[src/sv/tdpl_pkg.sv]
// ----------------------------------------------------------------------------
// tdpl_pkg
// Shared types and constants for the prime list generator and its sieve cells.
// ----------------------------------------------------------------------------
package tdpl_pkg;

    // Upper bound on primes per run; also the number of sieve cells
    localparam int MAX_COUNT   = 64;
    // Width to which each emitted prime is masked
    localparam int VALUE_WIDTH = 9;
    // Field widths of the ports
    localparam int COUNT_W     = 7;
    localparam int PRIME_W     = 9;
    // Candidate / multiple width: the 64th prime is 311, multiples stay at or below 2*311
    localparam int CAND_W      = 10;

    localparam logic [PRIME_W-1:0] VALUE_MASK =
        PRIME_W'((64'd1 << VALUE_WIDTH) - 64'd1);

    // Candidate word moving down the chain
    typedef struct packed {
        logic              valid;
        logic              marked;   // a cell upstream found it composite
        logic [CAND_W-1:0] cand;
    } t_slot;

    // Prime found by a cell, registered on capture
    typedef struct packed {
        logic              valid;
        logic [CAND_W-1:0] value;
    } t_emit;

    typedef enum logic [1:0] {
        ST_IDLE = 2'b01,
        ST_RUN  = 2'b10
    } t_state;

endpackage

[src/sv/tdpl_cell.sv]
// ----------------------------------------------------------------------------
// tdpl_cell
// One sieve cell: holds one prime and its next multiple, marks candidates
// equal to that multiple, or captures the first unmarked candidate when empty.
// ----------------------------------------------------------------------------
module tdpl_cell (
    input  logic           i_clk,
    input  logic           i_rst_n,
    input  logic           i_clear,
    input  tdpl_pkg::t_slot i_slot,
    output tdpl_pkg::t_slot o_slot,
    output tdpl_pkg::t_emit o_emit
);
    import tdpl_pkg::*;

    logic              r_used;
    logic [CAND_W-1:0] r_prime;
    logic [CAND_W-1:0] r_mult;
    t_slot             r_slot;
    t_emit             r_emit;

    logic              hit;
    logic              capture;
    t_slot             n_slot;

    // Compare against the running multiple, or take the candidate as a new prime
    always_comb begin
        hit     = r_used && i_slot.valid && (i_slot.cand == r_mult);
        capture = !r_used && i_slot.valid && !i_slot.marked;
        n_slot        = i_slot;
        n_slot.marked = i_slot.marked | hit;
        n_slot.valid  = i_slot.valid & ~capture;
    end

    // Control state and payload; only the valid bits and the used flag clear
    always_ff @(posedge i_clk) begin
        r_slot.marked <= n_slot.marked;
        r_slot.cand   <= n_slot.cand;
        r_emit.value  <= i_slot.cand;
        if (!i_rst_n || i_clear) begin
            r_used       <= 1'b0;
            r_slot.valid <= 1'b0;
            r_emit.valid <= 1'b0;
        end else begin
            r_slot.valid <= n_slot.valid;
            r_emit.valid <= capture;
            if (capture) begin
                r_used <= 1'b1;
            end
        end
        if (capture) begin
            r_prime <= i_slot.cand;
            r_mult  <= i_slot.cand + i_slot.cand;
        end else if (hit) begin
            r_mult  <= r_mult + r_prime;
        end
    end

    assign o_slot = r_slot;
    assign o_emit = r_emit;

endmodule

[src/sv/trial_division_prime_list.sv]
// Sequence: candidates from 2 upward enter the chain once a request is taken; each
//   prime passes the cell's emit register, then the output register.
// Throughput: one request at a time; busy stays high for the whole run, set by
//   candidates stepping one per cycle through a chain of 64 sieve cells.
// Reset: synchronous, active low; clears all cells and returns to idle.
// Results are strobed for one cycle each; the receiver cannot stall.
// ----------------------------------------------------------------------------
// trial_division_prime_list
// Emits the first N primes in ascending order from a systolic sieve chain.
// ----------------------------------------------------------------------------
module trial_division_prime_list (
    input  logic                         i_clk,
    input  logic                         i_rst_n,
    input  logic                         start,
    output logic                         busy,
    input  logic [tdpl_pkg::COUNT_W-1:0] i_prime_count,
    output logic                         o_strobe,
    output logic [tdpl_pkg::PRIME_W-1:0] o_prime_value,
    output logic                         o_last_in_run
);
    import tdpl_pkg::*;

    t_state             r_state;
    logic [COUNT_W-1:0] r_want;
    logic [COUNT_W-1:0] r_have;
    logic [CAND_W-1:0]  r_cand;
    logic               r_strobe;
    logic [PRIME_W-1:0] r_value;
    logic               r_last;

    t_slot              slots [MAX_COUNT+1];
    t_emit              emits [MAX_COUNT];
    t_emit              found;
    logic               accept;
    logic               is_last;
    logic               clear;
    logic [COUNT_W-1:0] n_want;

    assign accept = start && (r_state == ST_IDLE);

    // Saturate the request to 1..MAX_COUNT
    always_comb begin
        if (i_prime_count > COUNT_W'(MAX_COUNT)) begin
            n_want = COUNT_W'(MAX_COUNT);
        end else if (i_prime_count == '0) begin
            n_want = COUNT_W'(1);
        end else begin
            n_want = i_prime_count;
        end
    end

    // Candidate feed into the head of the chain
    assign slots[0] = '{valid: (r_state == ST_RUN), marked: 1'b0, cand: r_cand};

    // Sieve chain
    for (genvar g = 0; g < MAX_COUNT; g++) begin : g_cell
        tdpl_cell u_cell (
            .i_clk   (i_clk),
            .i_rst_n (i_rst_n),
            .i_clear (clear),
            .i_slot  (slots[g]),
            .o_slot  (slots[g+1]),
            .o_emit  (emits[g])
        );
    end

    // At most one cell captures per cycle: merge by OR
    always_comb begin
        found = '0;
        for (int k = 0; k < MAX_COUNT; k++) begin
            if (emits[k].valid) begin
                found.valid = 1'b1;
                found.value = found.value | emits[k].value;
            end
        end
    end

    assign is_last = (r_have + COUNT_W'(1)) == r_want;
    assign clear   = (r_state == ST_RUN) && found.valid && is_last;

    // Sequencer and counters
    always_ff @(posedge i_clk) begin
        if (!i_rst_n) begin
            r_state  <= ST_IDLE;
            r_strobe <= 1'b0;
        end else begin
            r_strobe <= (r_state == ST_RUN) && found.valid;
            case (r_state)
                ST_IDLE: begin
                    if (accept) begin
                        r_state <= ST_RUN;
                    end
                end
                ST_RUN: begin
                    if (clear) begin
                        r_state <= ST_IDLE;
                    end
                end
                default: begin
                    r_state <= ST_IDLE;
                end
            endcase
        end
    end

    // Payload registers
    always_ff @(posedge i_clk) begin
        r_value <= found.value[PRIME_W-1:0] & VALUE_MASK;
        r_last  <= is_last;
        if (accept) begin
            r_want <= n_want;
            r_have <= '0;
            r_cand <= CAND_W'(2);
        end else if (r_state == ST_RUN) begin
            r_cand <= r_cand + CAND_W'(1);
            if (found.valid) begin
                r_have <= r_have + COUNT_W'(1);
            end
        end
    end

    assign busy          = (r_state != ST_IDLE);
    assign o_strobe      = r_strobe;
    assign o_prime_value = r_value;
    assign o_last_in_run = r_last;

endmodule

[config.mk]
export PLATFORM = sky130hd
export DESIGN_NAME = trial_division_prime_list
export DESIGN_NICKNAME = d
export VERILOG_FILES = /design/src/sv/tdpl_pkg.sv /design/src/sv/tdpl_cell.sv /design/src/sv/trial_division_prime_list.sv
export SDC_FILE = /design/constraint.sdc
export NUM_CORES = 2
export LEC_CHECK = 0
export ABC_AREA = 0
export BUFFER_PORTS_ARGS = -buffer_cell sky130_fd_sc_hd__buf_2
export CORE_ASPECT_RATIO = 0.5
export CORE_UTILIZATION = 66
export DETAILED_ROUTE_END_ITERATION = 8
export PLACE_DENSITY = 0.81
export SLEW_MARGIN = 15
export SYNTH_ARGS = -nofsm -noshare
export SYNTH_HDL_FRONTEND = slang
export SYNTH_SLANG_ARGS = --single-unit
[constraint.sdc]
create_clock -name i_clk -period 5.5 [get_ports i_clk]
set_input_delay 0.55 -clock i_clk [delete_from_list [all_inputs] [get_ports i_clk]]
set_output_delay 0.55 -clock i_clk [all_outputs]
set_load 0.02 [all_outputs]
==> qor.txt <==
WP depth: 7
CTS H-Tree Depth: 4
PwrDens: 283.5 mW/mm²
Ports: 22
initial DRC count: 9753
Slew headroom: 27.39%
final setup violation count: 0
synthesized area: 0.1022 mm²
run status: finished, final reports clean
DRC Markers: 0
Hold Fails Final Rpt: 0
Clock Skew: 0.03500 ns
CTS tree: yes
Final Cycle Share: 64.84%
Setup crit start kind: register
routability cong.: 1.086
first-pass GRT wire length: 471900 µm
die height: 280.3 µm
register area share after synthesis: 55.26%
CP Cell Sequence: nor4_1 -> nand4_1 -> nor4_4 -> or2b_2 -> o31ai_4 -> buf_12 -> nor3b_2
WL per Instance: 29.37 µm
initial antenna violation count: 70
worst slew pin tran: 1.089 ns
RSZ-0062 raised after global routing: false
P_leak: 40.90 nW
post-route minimum period: 3.566 ns
Avg Cell Area, Syn: 11.44 µm²
DRT Pass-1 Iters: 8
Clock Root Buffer: clkbuf_16
post-route ant nets: 0
crit-path max cell delay: 0.84 ns
final WL: 331300 µm
clock latency on the worst-skew pair: 0.84 ns
grt ovf: 0
smallest hold slack: 0.01641 ns
crit-path max FO: 112
setup tns final: 0 ns
Synth Instances: 8936
vias: 75550
max-cap violations: 0
clk buf depth: 4
async set or reset register ratio after synthesis: 0%
starting density of the core: 66.92%
post-DP HPWL: 249900 µm
RR Startpoint: g_cell[26].u_cell.o_emit[10]
Buffers on Ports: 21
slowest CP cell: nor4_4
CTS Buf Count: 189
synth warn: 0
largest area contributor in the netlist: edfxtp_1
number of flops mapped to enable cells by yosys: 1267
# Post-CTS Setup Buffers: 0
CP bufs+invs: 1
largest net degree at the start of global routing: 113
clk sinks: 2189
DIE AREA: 0.1566 mm²
Area contributors post-synth: edfxtp_1 37%, dfxtp_1 18%, ha_1 7.0%
final slew viol count: 0
VDD IR max: 257.0 µV
vias in the first global route: 69890
row count: 101
clock slew at reported path FFs: 0.07 ns
FMAX: 280.4 MHz
gr usage total: 41.92%
flop2flop setup slack: 1.93 ns
Critical Path Sink Type: register
hold-critical path endpoint: r_want[4]
Hold Startpoint: i_prime_count[4]
DIE WIDTH: 558.6 µm
Top FF cell, synth: edfxtp_1
CP Data Arrival Time: 4.31 ns
Reg2Reg Depth: 7
share of layout cells above drive strength 1: 4.806%
number of unique standard cell types used by synthesis: 49
core area: 0.1528 mm²
min-delay worst type: input port to register
number of cells on the worst hold path: 2
capturing point of the worst reg2reg path: g_cell[43].u_cell.o_slot[11]
Synth top area share: 37.21%
Setup Crit Path Kind: register to register
Area growth, synth to finish: 8.467%
FF+latch count, synth: 2189
fillers: 10340
CP required: 6.25 ns
CP top delay family: simple AND/OR/NAND/NOR gates
routed vias/inst: 6.696
Syn Nets: 9578
final net count: 9686
[layout by cell type (no fill, tap or decap), drive strengths merged, types with 183 or more instances in the layout]
cell / netlist / final
edfxtp: 1267 / 1267
nand2: 701 / 701
xnor2: 637 / 637
nor2: 592 / 592
inv: 379 / 395
dfxtp: 922 / 922
o21a: 201 / 201
ha: 569 / 569
xor2: 328 / 328
a21oi: 509 / 509
clkbuf: 103 / 269
nor3b: 213 / 213
o21ai: 494 / 494
nor3: 183 / 183
[power by group]
part / switching, mW / internal, mW / total, mW
Sequential: 0.327 / 17.3 / 17.6
Combinational: 0.119 / 0.0840 / 0.203
Clock: 6.29 / 7.37 / 13.7
Total: 6.74 / 24.7 / 31.4
[logic make-up after synthesis]
logic type | synth area share, %
buffers and inverters | 2.051
AND/OR/NAND/NOR | 12.30
flip-flops | 55.26
AO/OA/AOI/OAI | 13.39
XOR/XNOR | 8.266
adder cells (fa/ha/maj) | 8.196
multiplexers | 0.5384
[Yosys cell counts, types with 103 or more instances]
cell         n
xor2_1     328
a21oi_1    509
inv_1      379
o21a_1     201
nor3b_1    151
nor2b_1    182
o21ai_0    494
a22o_1     144
xnor2_1    637
a211oi_1   126
ha_1       569
a221oi_1   144
clkbuf_1   103
nor3_1     183
nand2_1    701
edfxtp_1  1267
dfxtp_1    922
o211ai_1   126
nand3_1    182
nor2_1     592
nand4_1    168
[flip-flops by register name (all words and copies together) (netlist names), 7 cells and up]
signal	flops
r_cand	10
g_cell.u_cell.r_used	64
r_have	7
g_cell.u_cell.r_prime	630
g_cell.u_cell.o_slot	755
r_want	7
g_cell.u_cell.r_mult	630
o_prime_value	9
g_cell.u_cell.o_emit	73
[timing repair]
| action | CTS | global route |
|---|---|---|
| gates resized for setup | 0 | 0 |
| hold endpoints to repair | 2 | 0 |
| hold buffers | 2 | 0 |
[worst max path at each step]
| stage | start | end |
|---|---|---|
| finish | g_cell[26].u_cell.o_emit[10] | g_cell[43].u_cell.o_slot[11] |
| global route | g_cell[26].u_cell.o_emit[10] | g_cell[43].u_cell.o_slot[11] |
| CTS | g_cell[26].u_cell.o_emit[10] | g_cell[63].u_cell.o_emit[10] |
| detailed placement | g_cell[26].u_cell.o_emit[10] | g_cell[63].u_cell.o_emit[10] |
| global placement | g_cell[26].u_cell.o_emit[10] | g_cell[26].u_cell.o_slot[11] |
| floorplan | g_cell[62].u_cell.r_mult[0] | g_cell[62].u_cell.r_mult[8] |
[metrics by stage]
| stage | util [%] | cell area (µm²) | setup WS, ns | std cells | total power, mW |
|---|---|---|---|---|---|
| after global placement | 68.49 | 104600 | 2.341 | 10910 | 18.11 |
| after CTS | 72.55 | 110800 | 2.260 | 11260 | 31.37 |
| after floorplan | - | 102200 | 3.226 | 8936 | 17.85 |
| after detailed placement | 68.49 | 104600 | 2.289 | 10910 | 18.11 |
| after global routing | 72.56 | 110900 | 2.062 | 11260 | 32.04 |
| final | 72.59 | 110900 | 1.934 | 11280 | 31.44 |
[layout make-up]
| class | instances | area (µm²) | area share (%) |
|---|---|---|---|
| flip-flops and latches | 2189 | 56500 | 50.95 |
| multi-input cells | 6214 | 43660 | 39.36 |
| clock buffers | 269 | 5504 | 4.963 |
| well taps | 2060 | 2577 | 2.324 |
| inverters | 380 | 1426 | 1.286 |
| clock inverters | 75 | 669.4 | 0.6036 |
| repair buffers | 70 | 503.0 | 0.4535 |
| diodes | 26 | 65.06 | 0.05866 |
[per-layer routing]
metal / GRT usage, % / vias to the layer above / share of wire (%)
li1: - / 33300 / -
met1: 59.91 / 37090 / 41
met2: 56.77 / 4458 / 39
met3: 18.56 / 668 / 16
met4: 12.74 / 32 / 3.3
met5: 0.8953 / - / 0.18
No activity file was read; power rests on OpenSTA's default activity.
